==> src/rtl/core/adsr_pkg.sv <==
// Shared constants, register indexes and queue entry flags for the ADSR envelope level block.
// No dependencies; every other file of the block refers to it by scoped names.
`default_nettype none

package adsr_pkg;

    localparam int TIME_BITS_DEF   = 32;
    localparam int LEVEL_BITS_DEF  = 16;
    localparam int DUR_BITS        = 24;
    localparam int CFG_LEVEL_BITS  = 16;
    localparam int CFG_DATA_BITS   = 32;
    localparam int ADDR_BITS       = 5;
    localparam int QUEUE_DEPTH     = 4;

    localparam logic [DUR_BITS-1:0]       ATTACK_RESET  = 24'd4800;
    localparam logic [DUR_BITS-1:0]       DECAY_RESET   = 24'd4800;
    localparam logic [DUR_BITS-1:0]       RELEASE_RESET = 24'd9600;
    localparam logic [CFG_LEVEL_BITS-1:0] SUSTAIN_RESET = 16'd32768;
    localparam logic [CFG_LEVEL_BITS-1:0] START_RESET   = 16'd32768;

    typedef enum logic [2:0] {
        REG_ATTACK  = 3'd0,
        REG_DECAY   = 3'd1,
        REG_RELEASE = 3'd2,
        REG_SUSTAIN = 3'd3,
        REG_START   = 3'd4
    } reg_idx_t;

    // zero: level forced to 0; rel: note off, release ramp applies;
    // div: curve level needs a divide; neg: decay runs downward
    typedef struct packed {
        logic zero;
        logic rel;
        logic div;
        logic neg;
    } ent_flags_t;

endpackage

`default_nettype wire

==> src/rtl/core/adsr_envelope_level.sv <==
// Linear ADSR envelope level. Beats pass the front end stages and the queue; the back
// end then runs the curve and release divides (both, one or none) on the shared
// one-bit-per-cycle mul/div unit, one queue entry at a time.
// Front end and queue keep taking beats while a divide runs, until the queue fills. Reset
// clears all control state and loads the register defaults; no clearing pass.
`default_nettype none

module adsr_envelope_level #(
    parameter int TIME_BITS  = adsr_pkg::TIME_BITS_DEF,
    parameter int LEVEL_BITS = adsr_pkg::LEVEL_BITS_DEF
) (
    input  wire logic                               clk,
    input  wire logic                               rst_n,
    input  wire logic                               psel,
    input  wire logic                               penable,
    input  wire logic                               pwrite,
    input  wire logic [adsr_pkg::ADDR_BITS-1:0]     paddr,
    input  wire logic [adsr_pkg::CFG_DATA_BITS-1:0] pwdata,
    output logic      [adsr_pkg::CFG_DATA_BITS-1:0] prdata,
    output logic                                    pready,
    input  wire logic                               item_valid,
    output logic                                    item_stall,
    input  wire logic [TIME_BITS-1:0]               now_time,
    input  wire logic [TIME_BITS-1:0]               on_time,
    input  wire logic [TIME_BITS-1:0]               off_time,
    output logic                                    result_valid,
    input  wire logic                               result_stall,
    output logic      [LEVEL_BITS-1:0]              level,
    output logic                                    silent
);

    localparam int DW  = adsr_pkg::DUR_BITS;
    localparam int CLB = adsr_pkg::CFG_LEVEL_BITS;
    localparam int DB  = adsr_pkg::CFG_DATA_BITS;
    localparam int LW  = (LEVEL_BITS > CLB) ? LEVEL_BITS : CLB;
    localparam int EW  = $bits(adsr_pkg::ent_flags_t) + 2 * LEVEL_BITS + 3 * DW;
    localparam logic [LW-1:0] FULL_W = LW'(1) << (LEVEL_BITS - 1);

    logic [DW-1:0]  attack_reg;
    logic [DW-1:0]  decay_reg;
    logic [DW-1:0]  release_reg;
    logic [CLB-1:0] sustain_reg;
    logic [CLB-1:0] start_reg;

    logic                  cfg_wr;
    logic [2:0]            cfg_idx;
    logic [DW-1:0]         attack_fix;
    logic [DW-1:0]         decay_fix;
    logic [DW-1:0]         release_fix;
    logic [LW-1:0]         sustain_w;
    logic [LW-1:0]         start_w;
    logic [LEVEL_BITS-1:0] sustain_fix;
    logic [LEVEL_BITS-1:0] start_fix;

    logic          q_push;
    logic          q_pop;
    logic          q_full;
    logic          q_empty;
    logic [EW-1:0] q_wdata;
    logic [EW-1:0] q_rdata;

    assign pready  = 1'b1;
    assign cfg_wr  = psel && penable && pwrite;
    assign cfg_idx = paddr[adsr_pkg::ADDR_BITS-1:2];

    always_ff @(posedge clk or negedge rst_n)
    begin
        if (!rst_n)
        begin
            attack_reg  <= adsr_pkg::ATTACK_RESET;
            decay_reg   <= adsr_pkg::DECAY_RESET;
            release_reg <= adsr_pkg::RELEASE_RESET;
            sustain_reg <= adsr_pkg::SUSTAIN_RESET;
            start_reg   <= adsr_pkg::START_RESET;
        end
        else if (cfg_wr)
        begin
            unique case (cfg_idx)
                adsr_pkg::REG_ATTACK:  attack_reg  <= pwdata[DW-1:0];
                adsr_pkg::REG_DECAY:   decay_reg   <= pwdata[DW-1:0];
                adsr_pkg::REG_RELEASE: release_reg <= pwdata[DW-1:0];
                adsr_pkg::REG_SUSTAIN: sustain_reg <= pwdata[CLB-1:0];
                adsr_pkg::REG_START:   start_reg   <= pwdata[CLB-1:0];
                default:
                begin
                end
            endcase
        end
    end

    always_comb
    begin
        unique case (cfg_idx)
            adsr_pkg::REG_ATTACK:  prdata = DB'(attack_reg);
            adsr_pkg::REG_DECAY:   prdata = DB'(decay_reg);
            adsr_pkg::REG_RELEASE: prdata = DB'(release_reg);
            adsr_pkg::REG_SUSTAIN: prdata = DB'(sustain_reg);
            adsr_pkg::REG_START:   prdata = DB'(start_reg);
            default:               prdata = '0;
        endcase
    end

    // zero durations count as one tick, levels clamp to full scale
    assign attack_fix  = (attack_reg == '0) ? DW'(1) : attack_reg;
    assign decay_fix   = (decay_reg == '0) ? DW'(1) : decay_reg;
    assign release_fix = (release_reg == '0) ? DW'(1) : release_reg;
    assign sustain_w   = LW'(sustain_reg);
    assign start_w     = LW'(start_reg);
    assign sustain_fix = (sustain_w > FULL_W) ? FULL_W[LEVEL_BITS-1:0]
                                              : sustain_w[LEVEL_BITS-1:0];
    assign start_fix   = (start_w > FULL_W) ? FULL_W[LEVEL_BITS-1:0]
                                            : start_w[LEVEL_BITS-1:0];

    adsr_front #(
        .TIME_BITS  (TIME_BITS),
        .LEVEL_BITS (LEVEL_BITS),
        .ENT_BITS   (EW)
    ) u_front (
        .clk         (clk),
        .rst_n       (rst_n),
        .item_valid  (item_valid),
        .item_stall  (item_stall),
        .now_time    (now_time),
        .on_time     (on_time),
        .off_time    (off_time),
        .attack_fix  (attack_fix),
        .decay_fix   (decay_fix),
        .release_fix (release_fix),
        .start_fix   (start_fix),
        .sustain_fix (sustain_fix),
        .queue_full  (q_full),
        .queue_push  (q_push),
        .queue_entry (q_wdata)
    );

    adsr_fifo #(
        .WIDTH (EW)
    ) u_fifo (
        .clk   (clk),
        .rst_n (rst_n),
        .push  (q_push),
        .wdata (q_wdata),
        .pop   (q_pop),
        .rdata (q_rdata),
        .full  (q_full),
        .empty (q_empty)
    );

    adsr_back #(
        .LEVEL_BITS (LEVEL_BITS),
        .ENT_BITS   (EW)
    ) u_back (
        .clk          (clk),
        .rst_n        (rst_n),
        .queue_empty  (q_empty),
        .queue_entry  (q_rdata),
        .queue_pop    (q_pop),
        .release_fix  (release_fix),
        .result_valid (result_valid),
        .result_stall (result_stall),
        .level        (level),
        .silent       (silent)
    );

endmodule

`default_nettype wire

==> src/rtl/core/adsr_fifo.sv <==
// Short register queue between the classify front end and the divide back end.
// Depends on adsr_pkg for the queue depth.
`default_nettype none

module adsr_fifo #(
    parameter int WIDTH = 8
) (
    input  wire logic             clk,
    input  wire logic             rst_n,
    input  wire logic             push,
    input  wire logic [WIDTH-1:0] wdata,
    input  wire logic             pop,
    output logic      [WIDTH-1:0] rdata,
    output logic                  full,
    output logic                  empty
);

    localparam int DEPTH = adsr_pkg::QUEUE_DEPTH;
    localparam int PTRW  = $clog2(DEPTH);

    logic [WIDTH-1:0] mem_reg [DEPTH];
    logic [PTRW-1:0]  wr_ptr_reg;
    logic [PTRW-1:0]  rd_ptr_reg;
    logic [PTRW:0]    count_reg;

    assign full  = (count_reg == (PTRW+1)'(DEPTH));
    assign empty = (count_reg == '0);
    assign rdata = mem_reg[rd_ptr_reg];

    always_ff @(posedge clk)
    begin
        if (push)
        begin
            mem_reg[wr_ptr_reg] <= wdata;
        end
    end

    always_ff @(posedge clk or negedge rst_n)
    begin
        if (!rst_n)
        begin
            wr_ptr_reg <= '0;
            rd_ptr_reg <= '0;
            count_reg  <= '0;
        end
        else
        begin
            if (push)
            begin
                wr_ptr_reg <= wr_ptr_reg + 1'b1;
            end
            if (pop)
            begin
                rd_ptr_reg <= rd_ptr_reg + 1'b1;
            end
            if (push && !pop)
            begin
                count_reg <= count_reg + 1'b1;
            end
            else if (pop && !push)
            begin
                count_reg <= count_reg - 1'b1;
            end
        end
    end

endmodule

`default_nettype wire

==> src/rtl/core/adsr_front.sv <==
// Front end: accepts input beats, finds lifetime and release time, classifies the
// envelope phase and packs divide operands into a queue entry. Depends on adsr_pkg.
`default_nettype none

module adsr_front #(
    parameter int TIME_BITS  = adsr_pkg::TIME_BITS_DEF,
    parameter int LEVEL_BITS = adsr_pkg::LEVEL_BITS_DEF,
    parameter int ENT_BITS   = 8
) (
    input  wire logic                          clk,
    input  wire logic                          rst_n,
    input  wire logic                          item_valid,
    output logic                               item_stall,
    input  wire logic [TIME_BITS-1:0]          now_time,
    input  wire logic [TIME_BITS-1:0]          on_time,
    input  wire logic [TIME_BITS-1:0]          off_time,
    input  wire logic [adsr_pkg::DUR_BITS-1:0] attack_fix,
    input  wire logic [adsr_pkg::DUR_BITS-1:0] decay_fix,
    input  wire logic [adsr_pkg::DUR_BITS-1:0] release_fix,
    input  wire logic [LEVEL_BITS-1:0]         start_fix,
    input  wire logic [LEVEL_BITS-1:0]         sustain_fix,
    input  wire logic                          queue_full,
    output logic                               queue_push,
    output logic [ENT_BITS-1:0]                queue_entry
);

    localparam int DW = adsr_pkg::DUR_BITS;
    localparam int CW = (TIME_BITS > DW) ? TIME_BITS : DW + 1;

    // stage 1
    logic                 v1_reg;
    logic                 on1_reg;
    logic                 early1_reg;
    logic [TIME_BITS-1:0] life1_reg;
    logic [TIME_BITS-1:0] elap1_reg;

    // stage 2
    logic                 v2_reg;
    logic [ENT_BITS-1:0]  ent2_reg;

    logic                 adv1;
    logic                 adv2;
    logic                 take;
    logic                 note_on;
    logic [TIME_BITS-1:0] life_next;
    logic [TIME_BITS-1:0] elap_next;

    logic [CW-1:0]         life_w;
    logic [CW-1:0]         elap_w;
    logic [CW-1:0]         a_w;
    logic [CW-1:0]         ad_w;
    logic [CW-1:0]         t_w;
    logic                  in_attack;
    logic                  in_decay;
    logic                  sus_below;
    adsr_pkg::ent_flags_t  flags;
    logic [LEVEL_BITS-1:0] base;
    logic [LEVEL_BITS-1:0] y_op;
    logic [DW-1:0]         x_op;
    logic [DW-1:0]         d_op;
    logic [ENT_BITS-1:0]   ent_next;

    assign adv2       = !v2_reg || !queue_full;
    assign adv1       = !v1_reg || adv2;
    assign item_stall = !adv1;
    assign take       = item_valid && adv1;
    assign queue_push = v2_reg && !queue_full;
    assign queue_entry = ent2_reg;

    assign note_on   = on_time > off_time;
    assign life_next = note_on ? now_time - on_time : off_time - on_time;
    assign elap_next = (now_time > off_time) ? now_time - off_time : '0;

    assign life_w    = CW'(life1_reg);
    assign elap_w    = CW'(elap1_reg);
    assign a_w       = CW'(attack_fix);
    assign ad_w      = CW'(attack_fix) + CW'(decay_fix);
    assign t_w       = life_w - a_w;
    assign in_attack = life_w <= a_w;
    assign in_decay  = !in_attack && (life_w <= ad_w);
    assign sus_below = sustain_fix < start_fix;

    always_comb
    begin
        flags.zero = (on1_reg && early1_reg) ||
                     (!on1_reg && (elap_w >= CW'(release_fix)));
        flags.rel  = !on1_reg;
        flags.div  = in_attack || in_decay;
        flags.neg  = 1'b0;
        base       = sustain_fix;
        y_op       = start_fix;
        x_op       = life_w[DW-1:0];
        d_op       = attack_fix;
        if (in_attack)
        begin
            base = '0;
        end
        else if (in_decay)
        begin
            flags.neg = sus_below;
            base      = start_fix;
            y_op      = sus_below ? start_fix - sustain_fix : sustain_fix - start_fix;
            x_op      = t_w[DW-1:0];
            d_op      = decay_fix;
        end
        ent_next = {flags, base, y_op, x_op, d_op, elap_w[DW-1:0]};
    end

    always_ff @(posedge clk or negedge rst_n)
    begin
        if (!rst_n)
        begin
            v1_reg <= 1'b0;
            v2_reg <= 1'b0;
        end
        else
        begin
            if (adv1)
            begin
                v1_reg <= take;
            end
            if (adv2)
            begin
                v2_reg <= v1_reg;
            end
        end
    end

    always_ff @(posedge clk)
    begin
        if (take)
        begin
            on1_reg    <= note_on;
            early1_reg <= now_time < on_time;
            life1_reg  <= life_next;
            elap1_reg  <= elap_next;
        end
        if (adv2 && v1_reg)
        begin
            ent2_reg <= ent_next;
        end
    end

endmodule

`default_nettype wire

==> src/rtl/core/adsr_muldiv.sv <==
// Multiply then restoring divide: q = (x * y) / d with x <= d, one quotient bit per cycle.
// Depends on adsr_pkg for the duration width.
`default_nettype none

module adsr_muldiv #(
    parameter int LEVEL_BITS = adsr_pkg::LEVEL_BITS_DEF
) (
    input  wire logic                          clk,
    input  wire logic                          rst_n,
    input  wire logic                          start,
    input  wire logic [adsr_pkg::DUR_BITS-1:0] x,
    input  wire logic [LEVEL_BITS-1:0]         y,
    input  wire logic [adsr_pkg::DUR_BITS-1:0] d,
    output logic                               busy,
    output logic                               done,
    output logic [LEVEL_BITS-1:0]              q
);

    localparam int DW   = adsr_pkg::DUR_BITS;
    localparam int PW   = DW + LEVEL_BITS;
    localparam int CNTW = $clog2(LEVEL_BITS);

    typedef enum logic {
        M_IDLE,
        M_DIV
    } mstate_t;

    mstate_t               state_reg;
    logic                  done_reg;
    logic [CNTW-1:0]       cnt_reg;
    logic [DW-1:0]         rem_reg;
    logic [LEVEL_BITS-1:0] quo_reg;
    logic [DW-1:0]         d_reg;

    logic [PW-1:0]         prod;
    logic [DW:0]           trial;
    logic [DW:0]           diff;
    logic                  fits;
    logic                  done_next;

    assign prod  = PW'(x) * PW'(y);
    assign trial = {rem_reg, quo_reg[LEVEL_BITS-1]};
    assign diff  = trial - {1'b0, d_reg};
    assign fits  = trial >= {1'b0, d_reg};

    assign done_next = (state_reg == M_DIV) && (cnt_reg == CNTW'(LEVEL_BITS - 1));

    assign busy = (state_reg != M_IDLE);
    assign done = done_reg;
    assign q    = quo_reg;

    always_ff @(posedge clk or negedge rst_n)
    begin
        if (!rst_n)
        begin
            state_reg <= M_IDLE;
            done_reg  <= 1'b0;
            cnt_reg   <= '0;
        end
        else
        begin
            done_reg <= done_next;
            unique case (state_reg)
                M_IDLE:
                begin
                    if (start)
                    begin
                        rem_reg   <= prod[PW-1:LEVEL_BITS];
                        quo_reg   <= prod[LEVEL_BITS-1:0];
                        d_reg     <= d;
                        cnt_reg   <= '0;
                        state_reg <= M_DIV;
                    end
                end
                M_DIV:
                begin
                    rem_reg <= fits ? diff[DW-1:0] : trial[DW-1:0];
                    quo_reg <= {quo_reg[LEVEL_BITS-2:0], fits};
                    cnt_reg <= cnt_reg + 1'b1;
                    if (cnt_reg == CNTW'(LEVEL_BITS - 1))
                    begin
                        state_reg <= M_IDLE;
                    end
                end
                default:
                begin
                    state_reg <= M_IDLE;
                end
            endcase
        end
    end

endmodule

`default_nettype wire

==> src/rtl/core/adsr_back.sv <==
// Back end: pops queue entries, runs the curve and release divides on the shared
// mul/div unit and holds the output register. Depends on adsr_pkg and adsr_muldiv.
`default_nettype none

module adsr_back #(
    parameter int LEVEL_BITS = adsr_pkg::LEVEL_BITS_DEF,
    parameter int ENT_BITS   = 8
) (
    input  wire logic                          clk,
    input  wire logic                          rst_n,
    input  wire logic                          queue_empty,
    input  wire logic [ENT_BITS-1:0]           queue_entry,
    output logic                               queue_pop,
    input  wire logic [adsr_pkg::DUR_BITS-1:0] release_fix,
    output logic                               result_valid,
    input  wire logic                          result_stall,
    output logic [LEVEL_BITS-1:0]              level,
    output logic                               silent
);

    localparam int DW = adsr_pkg::DUR_BITS;
    localparam logic [LEVEL_BITS-1:0] FULL = LEVEL_BITS'(1) << (LEVEL_BITS - 1);

    typedef enum logic [2:0] {
        ST_IDLE,
        ST_LOAD,
        ST_WAIT_CURVE,
        ST_WAIT_REL,
        ST_OUT
    } state_t;

    state_t                state_reg;
    logic [ENT_BITS-1:0]   ent_reg;
    logic                  start_reg;
    logic [DW-1:0]         mx_reg;
    logic [LEVEL_BITS-1:0] my_reg;
    logic [DW-1:0]         md_reg;
    logic [LEVEL_BITS-1:0] reach_reg;
    logic [LEVEL_BITS-1:0] res_reg;
    logic                  result_valid_reg;
    logic [LEVEL_BITS-1:0] level_reg;
    logic                  silent_reg;

    adsr_pkg::ent_flags_t  e_flags;
    logic [LEVEL_BITS-1:0] e_base;
    logic [LEVEL_BITS-1:0] e_y;
    logic [DW-1:0]         e_x;
    logic [DW-1:0]         e_d;
    logic [DW-1:0]         e_elap;
    logic                  mul_busy;
    logic                  mul_done;
    logic [LEVEL_BITS-1:0] mul_q;
    logic [LEVEL_BITS-1:0] curve_lvl;
    logic                  start_next;
    logic                  result_valid_next;

    assign {e_flags, e_base, e_y, e_x, e_d, e_elap} = ent_reg;

    assign queue_pop    = (state_reg == ST_IDLE) && !queue_empty;
    assign curve_lvl    = e_flags.neg ? e_base - mul_q : e_base + mul_q;
    assign result_valid = result_valid_reg;
    assign level        = level_reg;
    assign silent       = silent_reg;

    assign start_next = ((state_reg == ST_LOAD) && !e_flags.zero &&
                         (e_flags.div || e_flags.rel)) ||
                        ((state_reg == ST_WAIT_CURVE) && mul_done && e_flags.rel);
    assign result_valid_next = (state_reg == ST_OUT) || (result_valid_reg && result_stall);

    adsr_muldiv #(
        .LEVEL_BITS (LEVEL_BITS)
    ) u_muldiv (
        .clk   (clk),
        .rst_n (rst_n),
        .start (start_reg),
        .x     (mx_reg),
        .y     (my_reg),
        .d     (md_reg),
        .busy  (mul_busy),
        .done  (mul_done),
        .q     (mul_q)
    );

    always_ff @(posedge clk or negedge rst_n)
    begin
        if (!rst_n)
        begin
            state_reg        <= ST_IDLE;
            start_reg        <= 1'b0;
            result_valid_reg <= 1'b0;
        end
        else
        begin
            start_reg        <= start_next;
            result_valid_reg <= result_valid_next;
            unique case (state_reg)
                ST_IDLE:
                begin
                    if (!queue_empty)
                    begin
                        ent_reg   <= queue_entry;
                        state_reg <= ST_LOAD;
                    end
                end
                ST_LOAD:
                begin
                    priority if (e_flags.zero)
                    begin
                        res_reg   <= '0;
                        state_reg <= ST_OUT;
                    end
                    else if (e_flags.div)
                    begin
                        mx_reg    <= e_x;
                        my_reg    <= e_y;
                        md_reg    <= e_d;
                        state_reg <= ST_WAIT_CURVE;
                    end
                    else if (e_flags.rel)
                    begin
                        reach_reg <= e_base;
                        mx_reg    <= e_elap;
                        my_reg    <= e_base;
                        md_reg    <= release_fix;
                        state_reg <= ST_WAIT_REL;
                    end
                    else
                    begin
                        res_reg   <= e_base;
                        state_reg <= ST_OUT;
                    end
                end
                ST_WAIT_CURVE:
                begin
                    if (mul_done)
                    begin
                        if (e_flags.rel)
                        begin
                            reach_reg <= curve_lvl;
                            mx_reg    <= e_elap;
                            my_reg    <= curve_lvl;
                            md_reg    <= release_fix;
                            state_reg <= ST_WAIT_REL;
                        end
                        else
                        begin
                            res_reg   <= curve_lvl;
                            state_reg <= ST_OUT;
                        end
                    end
                end
                ST_WAIT_REL:
                begin
                    if (mul_done)
                    begin
                        res_reg   <= reach_reg - mul_q;
                        state_reg <= ST_OUT;
                    end
                end
                ST_OUT:
                begin
                    if (!result_valid_reg || !result_stall)
                    begin
                        level_reg  <= res_reg;
                        silent_reg <= (res_reg == '0);
                        state_reg  <= ST_IDLE;
                    end
                end
                default:
                begin
                    state_reg <= ST_IDLE;
                end
            endcase
        end
    end

    a_start_idle: assert property (@(posedge clk) disable iff (!rst_n)
        start_reg |-> !mul_busy)
        else $error("mul/div started while busy");

    a_done_waiting: assert property (@(posedge clk) disable iff (!rst_n)
        mul_done |-> (state_reg == ST_WAIT_CURVE || state_reg == ST_WAIT_REL))
        else $error("mul/div result with no divide pending");

    a_level_range: assert property (@(posedge clk) disable iff (!rst_n)
        result_valid_reg |-> (level_reg <= FULL))
        else $error("level above full scale");

    a_pop_one: assert property (@(posedge clk) disable iff (!rst_n)
        queue_pop |=> !queue_pop)
        else $error("two entries popped back to back");

endmodule

`default_nettype wire

==> config.mk <==
export PLATFORM = sky130hd
export DESIGN_NAME = adsr_envelope_level
export DESIGN_NICKNAME = d
export VERILOG_FILES = /design/src/rtl/core/adsr_pkg.sv /design/src/rtl/core/adsr_envelope_level.sv /design/src/rtl/core/adsr_fifo.sv /design/src/rtl/core/adsr_front.sv /design/src/rtl/core/adsr_muldiv.sv /design/src/rtl/core/adsr_back.sv
export SDC_FILE = /design/constraint.sdc
export NUM_CORES = 2
export LEC_CHECK = 0
export BUFFER_PORTS_ARGS = -buffer_cell sky130_fd_sc_hd__buf_2
export CAP_MARGIN = 20
export CORE_AREA = 4 4 589 445
export CTS_CLUSTER_DIAMETER = 40
export DETAILED_ROUTE_END_ITERATION = 6
export DIE_AREA = 0 0 593 449
export GPL_ROUTABILITY_DRIVEN = 0
export PLACE_DENSITY = 0.44
export SLEW_MARGIN = 15
export SYNTH_ARGS = -nofsm -noshare
export SYNTH_HDL_FRONTEND = slang
export SYNTH_SLANG_ARGS = --single-unit
==> constraint.sdc <==
create_clock -name clk -period 16.15 [get_ports clk]
set_input_delay 1.615 -clock clk [delete_from_list [all_inputs] [get_ports clk]]
set_output_delay 1.615 -clock clk [all_outputs]
set_load 0.02 [all_outputs]
# [After elaboration in Yosys (flattened, before gate mapping)]
# Memory sizes are Yosys's and may differ from the RTL's. A register that Yosys moved wholly into a read port is not among the register bits.
# Cells that the tools add are included.
[word_totals] register_bits=475 ram_bits=432 inputBits=140 out_inout_bits=52 wordCells=213 n_memories=1
[memory_table] memory="u_fifo.mem_reg" depth=4 width=108 read_ports=1 rd_ports_with_merged_regs=1 write_ports=1 line_no="adsr_fifo.sv:21" source="logic [WIDTH-1:0] mem_reg [DEPTH];"
[op_classes] n_addsub=16 mul=1 order_cmp=10 n_eq_ne=23 muxes=64 bitwise_logic=3 reduce_logical=62
[op_table] op="$mux W24" count=17
[op_table] op="$mux W16" count=21
[op_table] op="$pmux W24 S2" count=3
[op_table] op="$pmux W24 S5" count=1
[op_table] op="$pmux W16 S2" count=3
[op_table] op="$sub A32 B32 Y32" count=3
[op_table] op="$logic_not A24 Y1" count=3
[op_table] op="$gt A32 B32 Y1" count=2
[op_table] op="$sub A16 B16 Y16" count=4
[op_table] op="$pmux W16 S3" count=1
[op_table] op="$sub A24 B24 Y24" count=2
[op_table] op="$mul A24 B16 Y40" count=1
[op_table] op="$ge A32 B24 Y1" count=1
[op_table] op="$gt A16 B16 Y1 const B" count=2
[op_table] op="$le A32 B24 Y1" count=1
[op_table] op="$le A32 B25 Y1" count=1
[op_table] op="$lt A32 B32 Y1" count=1
[op_table] op="$mux W32" count=1
[op_table] op="$mux W3" count=9
[op_table] op="$add A24 B24 Y25" count=1
[op_table] op="$ge A25 B24 Y1" count=1
[op_table] op="$logic_and A1 B1 Y1" count=17
[op_table] op="$add A16 B16 Y16" count=1
[op_table] op="$logic_not A16 Y1" count=1
[op_table] op="other kinds (30)" count=81

# [Depth between registers and ports, before layout]
[logic_depth] ltp_word=7 depth_mapped=29 ltp_nobuf=27

# [Hierarchy]
# Synthesis repeated with hierarchy kept, for this count alone.
[unflattened] hier_cells=5601 hier_area_um2=65431.5
[modules_own_cells] mod="adsr_muldiv" instances=1 cells_each=1871 area_each_um2=16717.3 seq_area_each_um2=2072.0
[modules_own_cells] mod="adsr_front" instances=1 cells_each=1843 area_each_um2=16704.8 seq_area_each_um2=5275.1
[modules_own_cells] mod="adsr_fifo" instances=1 cells_each=598 area_each_um2=15989.1 seq_area_each_um2=13147.6
[modules_own_cells] mod="adsr_back" instances=1 cells_each=821 area_each_um2=10537.6 seq_area_each_um2=6761.5
[modules_own_cells] mod="adsr_envelope_level" instances=1 cells_each=468 area_each_um2=5482.8 seq_area_each_um2=2620.0

# [Least setup slack after synthesis]
# OpenSTA, ideal clock, no wires.
[synth_path] kind="register to register" startpoint="reg u_back.mx_reg[13]" endpoint="reg u_back.u_muldiv.rem_reg[22] (data pin)" setup_ns=0.270 t_arrival_ns=6.042 required_time_ns=15.880 slack_ns=9.838 stages_incl_launch_ff=26 n_path_buf=1 synth_period_minus_slack_ns=6.312 path_cell_list="edfxtp_1 > clkbuf_1 > nand2_1 > fa_1 > inv_1 > fa_1 > inv_1 > fa_1 > inv_1 > fa_1 > fa_1 > inv_1 > fa_1 > inv_1 > ha_1 > o21ai_0 > nand2b_1 > a311o_1 > o21a_1 > a32o_1 > o211ai_1 > o211ai_1 > a221oi_1 > xnor2_1 > nor2_1 > a21oi_1"
[synth_between] elab_chain_len=3
[synth_lines] element="start, declared" line_no="adsr_back.sv:35" source="logic [DW-1:0] mx_reg;"
[synth_lines] element="start signal, assigned" line_no="adsr_back.sv:122" source="mx_reg <= e_elap;"
[synth_lines] element="start signal, assigned" line_no="adsr_back.sv:140" source="mx_reg <= e_elap;"
[synth_lines] element="$mul A24 B16 Y40" line_no="adsr_muldiv.sv:41" source="assign prod = PW'(x) * PW'(y);"
[synth_lines] element="$mux W24" line_no="adsr_muldiv.sv:66" source="if (start)"
[synth_lines] element="$pmux W24 S2" line_no="adsr_muldiv.sv:63" source="unique case (state_reg)"
[synth_lines] element="end signal, assigned" line_no="adsr_muldiv.sv:68" source="rem_reg <= prod[PW-1:LEVEL_BITS];"
[synth_lines] element="end signal, assigned" line_no="adsr_muldiv.sv:77" source="rem_reg <= fits ? diff[DW-1:0] : trial[DW-1:0];"
[synth_lines] element="end, declared" line_no="adsr_muldiv.sv:31" source="logic [DW-1:0] rem_reg;"
# No other way between the ends. The select of a mux whose other input is x is not followed.
# A chain may end at the register's enable or synchronous reset.

# [Final worst setup path]
[layout_path] startpoint="reg u_back.my_reg[4]" endpoint="reg u_back.u_muldiv.rem_reg[21] (data pin)"
[layout_between] elab_chain_len=3
[layout_lines] element="start, declared" line_no="adsr_back.sv:36" source="logic [LEVEL_BITS-1:0] my_reg;"
[layout_lines] element="start signal, assigned" line_no="adsr_back.sv:115" source="my_reg <= e_y;"
[layout_lines] element="start signal, assigned" line_no="adsr_back.sv:123" source="my_reg <= e_base;"
[layout_lines] element="start signal, assigned" line_no="adsr_back.sv:141" source="my_reg <= curve_lvl;"
[layout_lines] element="$mul A24 B16 Y40" line_no="adsr_muldiv.sv:41"
[layout_lines] element="$mux W24" line_no="adsr_muldiv.sv:66"
[layout_lines] element="$pmux W24 S2" line_no="adsr_muldiv.sv:63"
# No other way between the ends. The select of a mux whose other input is x is not followed.

==> run summary <==
Outcome - complete, no violations
Synthesized flop and latch total - 1015
Cells after synthesis - 5542
Clk root buf - clkbuf_16
Worst path most repeated cell - fa_1
Layout cells sized above 1 - 0.132
RSZ-0062 raised after global routing - no
Setup slack, reg-to-reg - 8550 ps
Vias in the first global route - 43443
Slew Limit Headroom - 0.248
Final #Nets - 6559
WHS Endpoint - u_back.level[2]$_DFFE_PP_
Avg Inst Size Synth - 11.5 um^2
IO Pins - 192
Number of synthesized flops with an enable pin - 891
First-pass GRT wire length - 284000 um
Post-synth top area share - 0.419
Critical R2R Capture - u_back.u_muldiv.rem_reg[21]$_DFFE_PP_
Area leader, netlist - edfxtp_1
Die X - 593 um
Input/output buffers - 172
Fillcell total - 26204
Final min period - 7600 ps
Worst Path Required - 16630 ps
Post-CTS Setup Bufs - 0
Critical Path Max Stage Delay - 1080 ps
Family with the most delay on the worst path - adder cells
Total number of vias - 42657
HP Class - reg2reg
Path depth of the worst reg2reg path - 22
Post-synth top cells - 891 x edfxtp_1, 632 x nand2_1, 603 x inv_1
Multiplexer share of the synthesized area - 0.0693
First DRT Iteration DRCs - 3320
Post-Synth XOR/XNOR Area - 0.0314
Post-Synth Adder-Cell Area - 0.177
Post-cts repair resize count - 0
Setup Skew - 71.6 ps
Max Cap Viol - 0
Period utilization - 0.471
Cell Area, Synth - 63900 um^2
CP cell instances - nand2_1, fa_1, inv_1, fa_1, inv_1, fa_1, inv_1, fa_1, fa_1, inv_1, fa_1, inv_1, ha_1, a211o_1, o31ai_1, a32oi_1, a31o_2, a21o_1, a21o_1, a21oi_1, xor2_1, o21ai_0
TritonCTS buffer count - 164
Gr usage total - 0.140
Core box area - 256000 um^2
CP Capture Type - flip-flop
Layout Utilization - 0.291
Row count - 161
Worst-path maximum fanout - 24
Initial antenna violation count - 14
# setup viols final - 0
Initial Utilization - 0.249
Largest net degree at the start of global routing - 97
Avg WL per Cell - 20.2 um
Max-slew violation count - 0
Clk Latency, worst-skew pair - 800 ps
CTS hold repair buffers - 0
Ys async rst share - 0.122
Setup TNS - 0 ps
Main combinational cell family by area after synthesis - adder cells
Total gr overflow - 0
Vias/cell - 4.60
CTS clk-pin slew, worst paths - 50 ps
Drt total wl - 187000 um
DPL Wire Length - 139000 um
Cell depth of the worst hold path - 0
Synth unique cells - 89
TritonRoute pass-1 iters - 6
Synth Area in Compound Gates - 0.103
Slowest-stage cell, CP - edfxtp_1
CP arrival - 8080 ps
Simple-gate share of the synthesized area - 0.0999
CTS Sinks - 1015
Cell with the most instances after synthesis - edfxtp_1
Die Y-Extent - 449 um
Worst-margin pin slew - 1130 ps
Crit path kind - reg2reg
# H-tree levels - 4
Synth top area cells - edfxtp_1 42%, fa_1 9.9%, ha_1 7.8%, dfrtp_1 4.3%, mux4_2 3.8%
DRT antenna net count - 0
Max reg flops - 432
Hold Crit Start - u_back.res_reg[2]$_DFFE_PP_
CP Buf/Inv Count - 5
Hold Vio Cnt, Final - 0
Top_reg_cell synth - edfxtp_1
Clk buf depth - 3
Startpoint Class - flip-flop
Area growth, synth to finish - 16.8%
# DRC - 0
Post-route cell area - 74600 um^2
FF-to-FF Start - u_back.my_reg[4]$_DFFE_PP_
Top achievable clock speed - 132 MHz
CTS tree - built
Cell Area, Placed - 68600 um^2
Die area - 266000 um^2
YS warnings - 0
Sequential fraction of the synthesis area - 0.468
[how the worst max path moves through the flow]
stage,startpoint,end,slack (ps),depth (start not counted)
after floorplan,u_back.mx_reg[13]$_DFFE_PP_,u_back.u_muldiv.rem_reg[22]$_DFFE_PP_,9840,25
after global placement,attack_reg[9]$_DFFE_PN1P_,u_front.queue_entry[49]$_DFFE_PP_,8410,27
after detailed placement,attack_reg[9]$_DFFE_PN1P_,u_front.queue_entry[50]$_DFFE_PP_,8410,27
after CTS,attack_reg[9]$_DFFE_PN1P_,u_front.queue_entry[50]$_DFFE_PP_,8410,27
after global routing,u_back.my_reg[4]$_DFFE_PP_,u_back.u_muldiv.rem_reg[21]$_DFFE_PP_,8210,22
final,u_back.my_reg[4]$_DFFE_PP_,u_back.u_muldiv.rem_reg[21]$_DFFE_PP_,8550,22
[placed cells by master (no fill, tap or decap), drive strengths merged, types with 17 or more instances in the layout]
| master | n |
|---|---|
| nand4 | 29 |
| xnor2 | 149 |
| and2 | 170 |
| nor2b | 50 |
| o21ai | 348 |
| nand2 | 632 |
| nor3 | 46 |
| o21a | 26 |
| fa | 317 |
| clkinv | 59 |
| nand2b | 47 |
| mux2 | 66 |
| or3 | 22 |
| ha | 397 |
| nor4 | 38 |
| xor2 | 80 |
| clkinvlp | 21 |
| o211ai | 17 |
| a21boi | 17 |
| a21oi | 275 |
| clkbuf | 180 |
| a221o | 23 |
| nor2 | 227 |
| mux4 | 108 |
| o21bai | 39 |
| inv | 638 |
| buf | 245 |
| a211oi | 22 |
| a31oi | 29 |
| nand3 | 42 |
| a21o | 155 |
| and3 | 33 |
| edfxtp | 891 |
| dfrtp | 110 |
| mux2i | 125 |
[kinds of logic (layout without fill, tap and decap cells)]
| logic type | count (synthesis) | after routing |
|---|---|---|
| AND/OR/NAND/NOR | 1371 | 1371 |
| adder cells (fa/ha/maj) | 714 | 714 |
| XOR/XNOR | 229 | 229 |
| other | 2 | 16 |
| AO/OA/AOI/OAI | 1054 | 1054 |
| flip-flops | 1015 | 1015 |
| buffers and inverters | 858 | 1158 |
| multiplexers | 299 | 299 |
[cell type report]
type	count	area (um^2)	share of cell area
timing repair buffer	245	1460	0.0196
tap	3423	4280	0.0574
antenna	7	17.5	0.000235
inverter	603	2260	0.0303
clock buffer	180	4240	0.0568
sequential	1015	29900	0.401
multi-input combinational	3676	30800	0.413
clock inverter	130	1630	0.0218
[through the flow]
stage          instances  hold slack [ps]  worst slack, ps
2_1_floorplan       5549              426             9840
3_3_place_gp        8958              442             8410
3_5_place_dp        8958              455             8410
4_1_cts             9268              468             8410
5_1_grt             9273              488             8210
6_report            9279              467             8550
[worst register-to-register path, cell delays in order (launching register included)]
cell      delay [ps]
edfxtp_1        1080
nand2_1          210
fa_1             580
inv_1             50
fa_1             470
inv_1             50
fa_1             490
inv_1             50
fa_1             520
fa_1             510
inv_1             60
fa_1             470
inv_1             40
ha_1             360
a211o_1          310
o31ai_1          630
a32oi_1          270
a31o_2           330
a21o_1           220
a21o_1           190
a21oi_1          180
xor2_1           190
o21ai_0           90
[layer usage]
layer | up-vias | routed length (um) | track usage
met5 | - | 0 | 0
met4 | 0 | 3050 | 0.0269
met1 | 21417 | 97500 | 0.221
li1 | 19871 | - | -
met3 | 212 | 11400 | 0.0281
met2 | 1157 | 75100 | 0.194
Power is not shown: default switching activity piles up to over one toggle a cycle in this logic, so the estimate is an artifact.
